==> src/rtl/core/i2cm_pkg.sv <==
// Package: shared types and constants for the I2C master register access block.
`timescale 1ns / 1ps
package i2cm_pkg;

  typedef enum logic [4:0] {
    PH_IDLE      = 5'd0,
    PH_START     = 5'd1,
    PH_ADDRW     = 5'd2,
    PH_ACK_ADDRW = 5'd3,
    PH_INDEX     = 5'd4,
    PH_ACK_INDEX = 5'd5,
    PH_DATA      = 5'd6,
    PH_ACK_DATA  = 5'd7,
    PH_RSTART    = 5'd8,
    PH_ADDRR     = 5'd9,
    PH_ACK_ADDRR = 5'd10,
    PH_RBIT      = 5'd11,
    PH_RACK1     = 5'd12,
    PH_RACK2     = 5'd13,
    PH_STOP_OK   = 5'd14,
    PH_STOP_ADDR = 5'd15,
    PH_STOP_DATA = 5'd16
  } phase_t;

  localparam logic [1:0] REQ_TICK  = 2'd0;
  localparam logic [1:0] REQ_WRITE = 2'd1;
  localparam logic [1:0] REQ_READ  = 2'd2;

  localparam logic [1:0] ST_OK        = 2'd0;
  localparam logic [1:0] ST_ADDR_NACK = 2'd1;
  localparam logic [1:0] ST_DATA_NACK = 2'd2;

  localparam logic [7:0] ACK_TIMEOUT_RESET = 8'd250;
  localparam logic [1:0] ADDR_DEV = 2'd0;
  localparam logic [1:0] ADDR_TMO = 2'd1;

  // classified request passed from front to back
  typedef struct packed {
    logic       is_tick;
    logic       is_write;
    logic       is_read;
    logic [7:0] reg_index;
    logic [7:0] write_data;
    logic [7:0] read_length;
    logic       sda_in;
  } cmd_t;

  // one result item
  typedef struct packed {
    logic       scl_level;
    logic       sda_release;
    logic [7:0] rx_byte;
    logic       rx_valid;
    logic       rx_last;
    logic       busy_res;
    logic       done_res;
    logic [1:0] status;
  } res_t;

endpackage

==> src/rtl/core/i2c_master_register_access.sv <==
// Top level: I2C master register access with stream request/result and APB config.
`timescale 1ns / 1ps
// Each request is one bus tick or a transaction start; one request is taken per
// clock while the queue has room, and each yields exactly one result. A two-entry
// queue separates request decode from the bus sequencer, and an output register
// holds the result, so requests are still taken while a result waits, until the
// queue is full. Registers: device_address at 0x0, ack_timeout at 0x4.
module i2c_master_register_access (
  input  logic        clk,
  input  logic        rst_n,
  input  logic        in_tvalid,
  output logic        in_tready,
  input  logic [1:0]  in_tuser,   // req_type
  input  logic [31:0] in_tdata,   // reg_index, write_data, read_length, sda_in
  output logic        out_tvalid,
  input  logic        out_tready,
  output logic        out_tlast,  // rx_last
  output logic [15:0] out_tdata,  // scl_level, sda_release, rx_byte, rx_valid,
                                  // busy_res, done_res, status
  input  logic        cfg_psel,
  input  logic        cfg_penable,
  input  logic        cfg_pwrite,
  input  logic [2:0]  cfg_paddr,
  input  logic [31:0] cfg_pwdata,
  output logic [31:0] cfg_prdata,
  output logic        cfg_pready
);

  logic           cmd_valid, cmd_ready;
  i2cm_pkg::cmd_t cmd;
  i2cm_pkg::res_t res;
  logic [6:0]     dev_r;
  logic [7:0]     tmo_r;
  logic           wr;

  // configuration registers
  assign cfg_pready = 1'b1;
  assign wr = cfg_psel && cfg_penable && cfg_pwrite;
  always_ff @(posedge clk) begin
    if (!rst_n) begin
      dev_r <= '0;
      tmo_r <= i2cm_pkg::ACK_TIMEOUT_RESET;
    end else if (wr && cfg_paddr[1:0] == 2'b00) begin
      if (cfg_paddr[2] == i2cm_pkg::ADDR_DEV[0]) dev_r <= cfg_pwdata[6:0];
      else tmo_r <= cfg_pwdata[7:0];
    end
  end
  always_comb begin
    cfg_prdata = '0;
    if (cfg_paddr[2] == i2cm_pkg::ADDR_TMO[0]) cfg_prdata[7:0] = tmo_r;
    else cfg_prdata[6:0] = dev_r;
  end

  i2cm_front u_front (
    .clk, .rst_n, .in_tvalid, .in_tready, .in_tuser, .in_tdata,
    .cmd_valid, .cmd_ready, .cmd
  );

  i2cm_back u_back (
    .clk, .rst_n, .cmd_valid, .cmd_ready, .cmd,
    .dev_addr(dev_r), .ack_tmo(tmo_r), .out_tvalid, .out_tready, .res
  );

  assign out_tlast = res.rx_last;
  assign out_tdata = {1'b0, res.status, res.done_res, res.busy_res, res.rx_valid,
                      res.rx_byte, res.sda_release, res.scl_level};

endmodule

==> src/rtl/core/i2cm_front.sv <==
// Front end: accepts requests, decodes the request type and queues them.
`timescale 1ns / 1ps
module i2cm_front (
  input  logic              clk,
  input  logic              rst_n,
  input  logic              in_tvalid,
  output logic              in_tready,
  input  logic [1:0]        in_tuser,
  input  logic [31:0]       in_tdata,
  output logic              cmd_valid,
  input  logic              cmd_ready,
  output i2cm_pkg::cmd_t    cmd
);

  // two-entry queue
  i2cm_pkg::cmd_t q_r [2];
  logic           wp_r, wp_nxt, rp_r, rp_nxt;
  logic [1:0]     cnt_r, cnt_nxt;
  i2cm_pkg::cmd_t dec;
  logic           push, pop;

  // request decode
  always_comb begin
    dec.is_tick     = (in_tuser == i2cm_pkg::REQ_TICK);
    dec.is_write    = (in_tuser == i2cm_pkg::REQ_WRITE);
    dec.is_read     = (in_tuser == i2cm_pkg::REQ_READ);
    dec.reg_index   = in_tdata[7:0];
    dec.write_data  = in_tdata[15:8];
    dec.read_length = in_tdata[23:16];
    dec.sda_in      = in_tdata[24];
  end

  assign in_tready = (cnt_r != 2'd2);
  assign push      = in_tvalid && in_tready;
  assign cmd_valid = (cnt_r != 2'd0);
  assign pop       = cmd_valid && cmd_ready;
  assign cmd       = q_r[rp_r];

  always_comb begin
    wp_nxt  = push ? ~wp_r : wp_r;
    rp_nxt  = pop ? ~rp_r : rp_r;
    cnt_nxt = cnt_r + {1'b0, push} - {1'b0, pop};
  end

  always_ff @(posedge clk) begin
    if (!rst_n) begin
      wp_r  <= 1'b0;
      rp_r  <= 1'b0;
      cnt_r <= 2'd0;
    end else begin
      wp_r  <= wp_nxt;
      rp_r  <= rp_nxt;
      cnt_r <= cnt_nxt;
    end
  end

  always_ff @(posedge clk) begin
    if (push) begin
      q_r[wp_r] <= dec;
    end
  end

endmodule

==> src/rtl/core/i2cm_back.sv <==
// Back end: I2C sequencer, one request/cycle unless stalled, registered result.
`timescale 1ns / 1ps
module i2cm_back (
  input  logic              clk,
  input  logic              rst_n,
  input  logic              cmd_valid,
  output logic              cmd_ready,
  input  i2cm_pkg::cmd_t    cmd,
  input  logic [6:0]        dev_addr,
  input  logic [7:0]        ack_tmo,
  output logic              out_tvalid,
  input  logic              out_tready,
  output i2cm_pkg::res_t    res
);

  i2cm_pkg::phase_t ph_r, ph_nxt;
  logic       is_read_r, is_read_nxt;
  logic [1:0] tick_r, tick_nxt;
  logic [2:0] bit_r, bit_nxt;
  logic [7:0] sh_r, sh_nxt;
  logic [7:0] left_r, left_nxt;
  logic [7:0] wait_r, wait_nxt;
  logic [7:0] idx_r, idx_nxt;
  logic [7:0] dat_r, dat_nxt;
  logic       scl_r, scl_nxt, sda_r, sda_nxt;
  logic       ov_r;
  i2cm_pkg::res_t res_r, rn;
  logic       step;
  logic [8:0] wcnt;
  logic [7:0] left_dec;

  // output register drains when taken
  assign cmd_ready  = !ov_r || out_tready;
  assign step       = cmd_valid && cmd_ready;
  assign out_tvalid = ov_r;
  assign res        = res_r;
  assign wcnt       = {1'b0, wait_r} + 9'd1;
  assign left_dec   = left_r - 8'd1;

  always_comb begin
    ph_nxt = ph_r; is_read_nxt = is_read_r; tick_nxt = tick_r; bit_nxt = bit_r;
    sh_nxt = sh_r; left_nxt = left_r; wait_nxt = wait_r; idx_nxt = idx_r;
    dat_nxt = dat_r; scl_nxt = scl_r; sda_nxt = sda_r;
    rn = '0;

    if (ph_r == i2cm_pkg::PH_IDLE) begin
      if (cmd.is_write || cmd.is_read) begin
        is_read_nxt = cmd.is_read;
        idx_nxt     = cmd.reg_index;
        dat_nxt     = cmd.write_data;
        left_nxt    = cmd.is_read ? cmd.read_length : 8'd0;
        ph_nxt = i2cm_pkg::PH_START; tick_nxt = '0; bit_nxt = '0; sh_nxt = '0;
        wait_nxt = '0;
      end
    end else if (cmd.is_tick) begin
      case (ph_r)
        // start and repeated start
        i2cm_pkg::PH_START, i2cm_pkg::PH_RSTART: begin
          tick_nxt = tick_r + 2'd1;
          case (tick_r)
            2'd0: sda_nxt = 1'b1;
            2'd1: scl_nxt = 1'b1;
            2'd2: sda_nxt = 1'b0;
            default: begin
              scl_nxt = 1'b0; tick_nxt = '0; bit_nxt = '0; wait_nxt = '0;
              if (ph_r == i2cm_pkg::PH_START) begin
                ph_nxt = i2cm_pkg::PH_ADDRW; sh_nxt = {dev_addr, 1'b0};
              end else begin
                ph_nxt = i2cm_pkg::PH_ADDRR; sh_nxt = {dev_addr, 1'b1};
              end
            end
          endcase
        end
        // byte transmit
        i2cm_pkg::PH_ADDRW, i2cm_pkg::PH_INDEX, i2cm_pkg::PH_DATA,
        i2cm_pkg::PH_ADDRR: begin
          tick_nxt = tick_r + 2'd1;
          case (tick_r)
            2'd0: scl_nxt = 1'b0;
            2'd1: sda_nxt = sh_r[7];
            2'd2: scl_nxt = 1'b1;
            default: begin
              scl_nxt = 1'b0; tick_nxt = '0;
              if (bit_r == 3'd7) begin
                ph_nxt = i2cm_pkg::phase_t'(ph_r + 5'd1);
                bit_nxt = '0; sh_nxt = '0; wait_nxt = '0;
              end else begin
                bit_nxt = bit_r + 3'd1; sh_nxt = {sh_r[6:0], 1'b0};
              end
            end
          endcase
        end
        // acknowledge wait
        i2cm_pkg::PH_ACK_ADDRW, i2cm_pkg::PH_ACK_INDEX, i2cm_pkg::PH_ACK_DATA,
        i2cm_pkg::PH_ACK_ADDRR: begin
          if (tick_r == 2'd0) begin
            sda_nxt = 1'b1; tick_nxt = 2'd1;
          end else if (tick_r == 2'd1) begin
            scl_nxt = 1'b1; tick_nxt = 2'd2;
          end else if (!cmd.sda_in || wcnt > {1'b0, ack_tmo}) begin
            if (!cmd.sda_in) scl_nxt = 1'b0;
            tick_nxt = '0; bit_nxt = '0; wait_nxt = '0; sh_nxt = '0;
            case (ph_r)
              i2cm_pkg::PH_ACK_ADDRW:
                if (!cmd.sda_in) begin
                  ph_nxt = i2cm_pkg::PH_INDEX; sh_nxt = idx_r;
                end else ph_nxt = i2cm_pkg::PH_STOP_ADDR;
              i2cm_pkg::PH_ACK_INDEX: begin
                scl_nxt = 1'b0;
                if (is_read_r) ph_nxt = i2cm_pkg::PH_RSTART;
                else begin
                  ph_nxt = i2cm_pkg::PH_DATA; sh_nxt = dat_r;
                end
              end
              i2cm_pkg::PH_ACK_DATA:
                ph_nxt = !cmd.sda_in ? i2cm_pkg::PH_STOP_OK : i2cm_pkg::PH_STOP_DATA;
              default: begin
                scl_nxt = 1'b0;
                ph_nxt = (left_r != 8'd0) ? i2cm_pkg::PH_RBIT : i2cm_pkg::PH_STOP_OK;
              end
            endcase
          end else begin
            wait_nxt = wcnt[7:0];
          end
        end
        // receive bit
        i2cm_pkg::PH_RBIT: begin
          if (tick_r == 2'd0) begin
            scl_nxt = 1'b0; sda_nxt = 1'b1; tick_nxt = 2'd1;
          end else if (tick_r == 2'd1) begin
            tick_nxt = 2'd2;
          end else begin
            scl_nxt = 1'b1;
            sh_nxt = {sh_r[6:0], cmd.sda_in};
            if (bit_r == 3'd7) begin
              rn.rx_byte = {sh_r[6:0], cmd.sda_in};
              rn.rx_valid = 1'b1;
              rn.rx_last = (left_r == 8'd1);
              ph_nxt = i2cm_pkg::PH_RACK1;
              tick_nxt = '0; bit_nxt = '0; sh_nxt = '0; wait_nxt = '0;
            end else begin
              bit_nxt = bit_r + 3'd1; tick_nxt = '0;
            end
          end
        end
        // master ack, first half
        i2cm_pkg::PH_RACK1: begin
          if (tick_r == 2'd0) scl_nxt = 1'b0;
          else if (tick_r == 2'd2) sda_nxt = (left_r == 8'd1);
          if (tick_r == 2'd3) begin
            ph_nxt = i2cm_pkg::PH_RACK2;
            tick_nxt = '0; bit_nxt = '0; sh_nxt = '0; wait_nxt = '0;
          end else tick_nxt = tick_r + 2'd1;
        end
        // master ack, second half
        i2cm_pkg::PH_RACK2: begin
          if (tick_r == 2'd0) begin
            scl_nxt = 1'b1; tick_nxt = 2'd1;
          end else begin
            left_nxt = left_dec;
            ph_nxt = (left_dec != 8'd0) ? i2cm_pkg::PH_RBIT : i2cm_pkg::PH_STOP_OK;
            tick_nxt = '0; bit_nxt = '0; sh_nxt = '0; wait_nxt = '0;
          end
        end
        // stop
        i2cm_pkg::PH_STOP_OK, i2cm_pkg::PH_STOP_ADDR, i2cm_pkg::PH_STOP_DATA: begin
          tick_nxt = tick_r + 2'd1;
          case (tick_r)
            2'd0: scl_nxt = 1'b0;
            2'd1: sda_nxt = 1'b0;
            2'd2: scl_nxt = 1'b1;
            default: begin
              sda_nxt = 1'b1;
              rn.done_res = 1'b1;
              case (ph_r)
                i2cm_pkg::PH_STOP_ADDR: rn.status = i2cm_pkg::ST_ADDR_NACK;
                i2cm_pkg::PH_STOP_DATA: rn.status = i2cm_pkg::ST_DATA_NACK;
                default:                rn.status = i2cm_pkg::ST_OK;
              endcase
              ph_nxt = i2cm_pkg::PH_IDLE;
              tick_nxt = '0; bit_nxt = '0; sh_nxt = '0; wait_nxt = '0;
            end
          endcase
        end
        default: begin
          ph_nxt = i2cm_pkg::PH_IDLE;
          tick_nxt = '0; bit_nxt = '0; sh_nxt = '0; wait_nxt = '0;
        end
      endcase
    end

    rn.scl_level   = scl_nxt;
    rn.sda_release = sda_nxt;
    rn.busy_res    = (ph_nxt != i2cm_pkg::PH_IDLE);
  end

  always_ff @(posedge clk) begin
    if (!rst_n) begin
      ph_r <= i2cm_pkg::PH_IDLE; is_read_r <= 1'b0; tick_r <= '0; bit_r <= '0;
      sh_r <= '0; left_r <= '0; wait_r <= '0; idx_r <= '0; dat_r <= '0;
      scl_r <= 1'b1; sda_r <= 1'b1; ov_r <= 1'b0;
    end else begin
      if (step) begin
        ph_r <= ph_nxt; is_read_r <= is_read_nxt; tick_r <= tick_nxt;
        bit_r <= bit_nxt; sh_r <= sh_nxt; left_r <= left_nxt;
        wait_r <= wait_nxt; idx_r <= idx_nxt; dat_r <= dat_nxt;
        scl_r <= scl_nxt; sda_r <= sda_nxt;
      end
      if (step) ov_r <= 1'b1;
      else if (out_tready) ov_r <= 1'b0;
    end
  end

  always_ff @(posedge clk) begin
    if (step) res_r <= rn;
  end

endmodule

==> config.mk <==
export PLATFORM = sky130hd
export DESIGN_NAME = i2c_master_register_access
export DESIGN_NICKNAME = d
export VERILOG_FILES = /design/src/rtl/core/i2cm_pkg.sv /design/src/rtl/core/i2c_master_register_access.sv /design/src/rtl/core/i2cm_front.sv /design/src/rtl/core/i2cm_back.sv
export SDC_FILE = /design/constraint.sdc
export NUM_CORES = 1
export LEC_CHECK = 0
export BUFFER_PORTS_ARGS = -buffer_cell sky130_fd_sc_hd__buf_2
export CAP_MARGIN = 20
export CORE_UTILIZATION = 30
export DETAILED_ROUTE_END_ITERATION = 10
export SLEW_MARGIN = 15
export SYNTH_ARGS = -nofsm -noshare
export SYNTH_HDL_FRONTEND = slang
export SYNTH_SLANG_ARGS = --single-unit
==> constraint.sdc <==
create_clock -name clk -period 7.9 [get_ports clk]
set_input_delay 0.395 -clock clk [delete_from_list [all_inputs] [get_ports clk]]
set_output_delay 0.395 -clock clk [all_outputs]
set_load 0.01 [all_outputs]
### Word-level counts from Yosys, hierarchy flattened

Memories as Yosys holds them, arrays and structs flattened. A register that Yosys moved wholly into a read port is not among the register bits.
Cells that the tools add are included.

| cells by class | value |
|---|---|
| magnitude comparators | 1 |
| reduce and logical (&&, ||, !) cells | 43 |
| equality and inequality tests | 38 |
| bitwise gates (word level) | 7 |
| add/subtract/negate cells | 7 |
| multiplexer cells | 120 |

Operator list:

| kind | count |
|---|---|
| two-way mux 8 bit | 32 |
| two-way mux 5 bit | 16 |
| one-hot mux 8 bit (7 select lines) | 1 |
| two-way mux 3 bit | 16 |
| one-hot mux 8 bit (6 select lines) | 1 |
| equality test 5 x 4 -> 1 bit (second input constant) | 8 |
| one-hot mux 5 bit (7 select lines) | 1 |
| != test 3 x 2 -> 1 bit (second input constant) | 9 |
| two-way mux 1 bit | 26 |
| two-way mux 2 bit | 11 |
| equality test 5 x 3 -> 1 bit (second input constant) | 4 |
| one-hot mux 3 bit (6 select lines) | 1 |
| one-hot mux 8 bit (2 select lines) | 1 |
| nonzero test 8 bit | 2 |
| one-hot mux 5 bit (3 select lines) | 1 |
| OR reduction 5 bit | 3 |
| AND reduction 13 bit | 1 |
| two-way mux 4 bit | 3 |
| AND reduction 12 bit | 1 |
| OR reduction 6 bit | 2 |
| AND reduction 11 bit | 1 |
| equality test 5 x 2 -> 1 bit (second input constant) | 2 |
| one-hot mux 1 bit (2 select lines) | 5 |
| one-hot mux 2 bit (5 select lines) | 1 |
| 38 further kinds | 67 |

| word-level totals | value |
|---|---|
| register bits | 89 |
| output and inout bits | 52 |
| logic and storage cells | 242 |
| bits in writable memories | 56 |
| input port bits | 76 |
| memories | 1 |

Memories:

| name | words | width | read ports | clocked after Yosys merged registers in | write ports | RTL line | text |
|---|---|---|---|---|---|---|---|
| u_front.q_r | 2 | 28 | 1 | 1 | 1 | i2cm_front.sv:16 | `i2cm_pkg::cmd_t q_r [2];` |

### Depth between registers and ports, before layout

| logic depth | value |
|---|---|
| depth after elaboration | 10 |
| mapped depth | 13 |
| depth with buffers taken out | 12 |

### By module

Synthesis repeated with hierarchy kept, for this count alone.

| second synthesis, totals | value |
|---|---|
| cell total of the unflattened synthesis | 808 |
| area, all modules | 7971.4 um^2 |

Modules (own cells, without submodules):

| module | sequential area each (um^2) | times used | cells an instance | area an instance (um^2) |
|---|---|---|---|---|
| i2cm_back | 1561.5 | 1 | 586 | 4700.8 |
| i2cm_front | 1781.7 | 1 | 120 | 2304.7 |
| i2c_master_register_access | 300.3 | 1 | 102 | 965.9 |

### Least setup slack after synthesis

Ideal clock, no wire load.

| path | value |
|---|---|
| path type | register to register |
| from | register u_back.wait_r[0] |
| to | register u_back.res_r (netlist bit u_back.res[3]) (data pin) |
| data arrival time | 2.676 ns |
| buffers on the path | 0 |
| clock period less this slack | 2.943 ns |
| setup time | 0.267 ns |
| cell stages (with the launch flop) | 12 |
| path slack | 4.957 ns |
| required time | 7.633 ns |
| cell sequence | dfxtp_1 > ha_1 > nand3_1 > xnor2_1 > ha_1 > and3_1 > a211oi_1 > a211oi_2 > o31a_1 > o221a_2 > nor4_1 > nand4_1 |

RTL lines:

| item | RTL line | text |
|---|---|---|
| start: declaration | i2cm_back.sv:22 | `logic [7:0] wait_r, wait_nxt;` |
| start signal: assignment | i2cm_back.sv:206 | `wait_r <= wait_nxt; idx_r <= idx_nxt; dat_r <= dat_nxt;` |
| end signal: assignment | i2cm_back.sv:215 | `if (step) res_r <= rn;` |
| end: declaration | i2cm_back.sv:27 | `i2cm_pkg::res_t res_r, rn;` |

### Worst setup path after layout

| path | value |
|---|---|
| from | register u_back.ph_r[0] |
| to | register u_back.left_r[3] |

| on the way | value |
|---|---|
| longest elaborated chain between the ends | 3 |
| elaborated cells between the ends (all ways) | 8 |
| those cells by class | eq/ne: 3; mux: 1; reduce/logical: 4 |

Ends and longest elaborated chain:

| item | RTL line | text |
|---|---|---|
| start: declaration | i2cm_back.sv:16 | `i2cm_pkg::phase_t ph_r, ph_nxt;` |
| start signal: assignment | i2cm_back.sv:204 | `ph_r <= ph_nxt; is_read_r <= is_read_nxt; tick_r <= tick_nxt;` |
| zero test 5 bit / equality test 5 x 4 -> 1 bit (equally long branches) | i2cm_back.sv:46, i2cm_back.sv:56 |  |
| != test 2 bit (no line), or another cell as far along | - |  |
| AND reduction 5 bit (no line) | - |  |
| end signal: assignment | i2cm_back.sv:205 | `bit_r <= bit_nxt; sh_r <= sh_nxt; left_r <= left_nxt;` |
| end: declaration | i2cm_back.sv:21 | `logic [7:0] left_r, left_nxt;` |

Parallel ways exist; a longest one is shown, timed or not.
A chain may end at the register's enable or synchronous reset.

==> impl_metrics.py <==
metrics = {
    "yosys": {
        "yosysWarnings": 0,
        "ys_seq_elements": 146,
        "ys_types": 86,
        "yosys-mux-area-fraction_pct": 6.58,
        "synthSimpleGateAreaFrac_pct": 17.9,
        "synth.most_common_cell": "dfxtp_1",
        "synth_cells": 777,
        "synth.top_cell.area_share_pct": 27.2,
        "syn_area_per_cell_um2": 10.2,
        "syn_area_um2": 7950,
        "synth_top_area_cell": "edfxtp_1",
        "synthTopCellsByArea": "edfxtp_1 27%, dfxtp_1 19%, mux2i_1 5.2%",
        "synth_edf_count": 72,
        "synthAdderAreaFrac_pct": 4.09,
        "synth-compound-area-share_pct": 18.1,
        "synth_top_family_by_area": "compound AO/OA/AOI/OAI gates",
        "synth_xor_area_share_pct": 0.992,
        "yosysSeqAreaShare_pct": 45.9,
        "synth_common_cells": "74 x dfxtp_1, 72 x edfxtp_1, 69 x nand2_1",
        "synthFlopType": "dfxtp_1",
        "async_flop_share_pct": 0,
    },
    "timing": {
        "max_freq_mhz": 273,
        "rsz0062_at_grt": "no",
        "tns_ns": 0,
        "min_period_ns": 3.66,
        "setup_viol": 0,
        "max_slew_margin_pct": 32.5,
        "hold_viol": 0,
        "maxSlewViolCount": 0,
        "max_slew.worst_pin.slew_ns": 1.00,
        "clock_skew_ns": 0.00651,
        "post-route-period-util_pct": 46.3,
    },
    "die": {
        "die_area_um2": 27100,
        "die_h_um": 165,
        "die_x_um": 165,
        "fp-row-count": 59,
        "start_util_pct": 30.6,
        "coreArea_um2": 26000,
        "io_pins": 128,
    },
    "critical_path": {
        "critPathLaunchType": "register",
        "critPathMaxFanout": 11,
        "crit_arrival_ns": 3.97,
        "endpoint_kind": "register",
        "worstPathRequired_ns": 8.21,
        "path_class": "reg2reg",
        "rr_worst_depth": 9,
    },
    "power": {
        "p_leak_nw": 3.55,
        "max-vdd-ir-drop_mv": 0.159,
        "powerDensity_nw_per_um2": 290,
    },
    "clocking": {
        "holdBufCountCts": 0,
        "postCtsResizedCells": 0,
        "post_cts_buffers": 0,
        "clock_latency_ns": 0.42,
        "cts_root_buffer": "clkbuf_16",
        "clkTransAtPathRegs_ns": 0.06,
        "cts.sinks": 146,
        "cts_buffers": 17,
        "clk_path_buf_depth": 2,
        "cts_tree": "done",
        "cts.htree.levels": 4,
    },
    "finish": {
        "layout.nets": 927,
        "nFillCells": 2637,
        "multi_input_area_um2": 3900,
        "area_growth_pct": 14.1,
        "ff_latch_area_um2": 3640,
        "insertedDiodeCount": 0,
        "drive_gt1_share_pct": 17.5,
        "stdcell_area_um2": 9060,
    },
    "routing": {
        "drc_errors": 0,
        "routed_wl_um": 19000,
        "vias": 5966,
        "ant_nets": 0,
        "drtIter0Drc": 451,
        "via_per_inst": 5.09,
        "wire_per_inst_um": 16.2,
        "dr.pass1.iters": 5,
    },
    "place": {
        "portBuffers": 70,
        "finalWeightedCongestion": 0.908,
        "postPlaceCellArea_um2": 8470,
        "place_hpwl_um": 13400,
    },
    "flow_run": {
        "maxCapViolations": 0,
    },
    "global_route": {
        "grt_pass1_wl_um": 30100,
        "grt_max_degree": 85,
        "grt_overflow_total": 0,
        "grt_usage_pct": 14.4,
        "antenna_found_initial": 0,
        "grt_pass1_vias": 5416,
    },
    "hold_path": {
        "hold_depth": 1,
        "hold_class": "in2reg",
    },
    "run_status": {
        "outcome": "finished, final reports clean",
    },
}
-- critical path, cell delays in order (launching register included) --
cell      delay, ns
dfxtp_1        0.42
inv_1          0.25
ha_1           0.48
or4b_1         0.72
a211oi_4       0.27
o21ai_1        0.27
nor2_1         0.65
o21ai_0        0.20
a22oi_1        0.22
nor2b_1        0.06
-- cell type report --
type / instances / share of cell area (%)
multi-input combinational: 555 / 43.0
sequential: 146 / 40.2
clock buffer: 22 / 5.71
tap: 335 / 4.62
timing repair buffer: 79 / 4.61
inverter: 26 / 1.08
clock inverter: 10 / 0.759
-- registers in the layout, summed over array words and instances, names as in the netlist, named ones only --
| signal | count |
|---|---|
| u_back.wait_r | 8 |
| u_front.q_r | 56 |
| dev_r | 7 |
| u_back.ph_r | 5 |
| u_front.cnt_r | 2 |
| u_back.sh_r | 8 |
| u_back.is_read_r | 1 |
| u_back.res | 16 |
| u_back.idx_r | 8 |
| tmo_r | 8 |
| u_back.dat_r | 8 |
| u_front.rp_r | 1 |
| u_back.left_r | 8 |
| u_back.bit_r | 3 |
| u_back.tick_r | 2 |
| u_back.scl_r | 1 |
| u_back.out_tvalid | 1 |
| u_front.wp_r | 1 |
| u_back.sda_r | 1 |
-- placed cells by master (no fill, tap or decap), drive strengths merged, types with 9 or more instances in the layout --
cell and n:
nand3 20, o22ai 10, nand2 69, nor2 45
and2 21, buf 79, mux2i 41, a21oi 34
ha 26, dfxtp 74, o21ai 21, a21boi 9
nor3 15, edfxtp 72, o211ai 13, conb 26
nor2b 20, mux2 10, inv 28, o211a 24
nand2b 12, clkbuf 22
-- stage by stage --
step	power (mW)	setup slack, ns	utilization [%]	instances	hold slack, ns
floorplan	1.64	4.96	-	801	0.448
global placement	1.85	3.93	32.6	1141	0.458
detailed placement	1.86	3.97	32.6	1141	0.468
CTS	2.65	3.96	34.9	1173	0.140
global route	2.78	4.02	34.9	1173	0.144
finish	2.63	4.24	34.9	1173	0.154
-- metal layers --
metal,GRT usage (%),share of wire (%)
met1,19.4,47
met2,21.8,46
met3,3.42,5.2
met4,6.34,2.5
met5,0,0
-- power breakdown --
group          internal, mW  total [mW]  switching [mW]  leakage (nW)
logic                 0.311       0.800           0.489          1.98
registers             0.954        1.05          0.0927          1.28
clock network         0.467       0.784           0.317         0.289
-- logic make-up after synthesis --
kind of cell / count (synthesis)
flops: 146
compound gates: 184
other cells: 2
buf+inv: 100
mux: 51
fa+ha+maj: 26
simple gates: 259
xor+xnor: 9
-- final timing paths --
check	end	startpoint	slack [ns]
setup reg to reg	u_back.left_r[3]$_SDFFE_PN0P_	u_back.ph_r[0]$_SDFFE_PN0P_	4.24
setup / recovery	u_back.left_r[3]$_SDFFE_PN0P_	u_back.ph_r[0]$_SDFFE_PN0P_	4.24
hold / removal	u_front.q_r[0][21]$_DFFE_PP_	in_tdata[4]	0.15
hold reg to reg	u_back.bit_r[1]$_SDFFE_PN0P_	u_back.bit_r[1]$_SDFFE_PN0P_	0.47
Power figures use the tool's default switching activity.
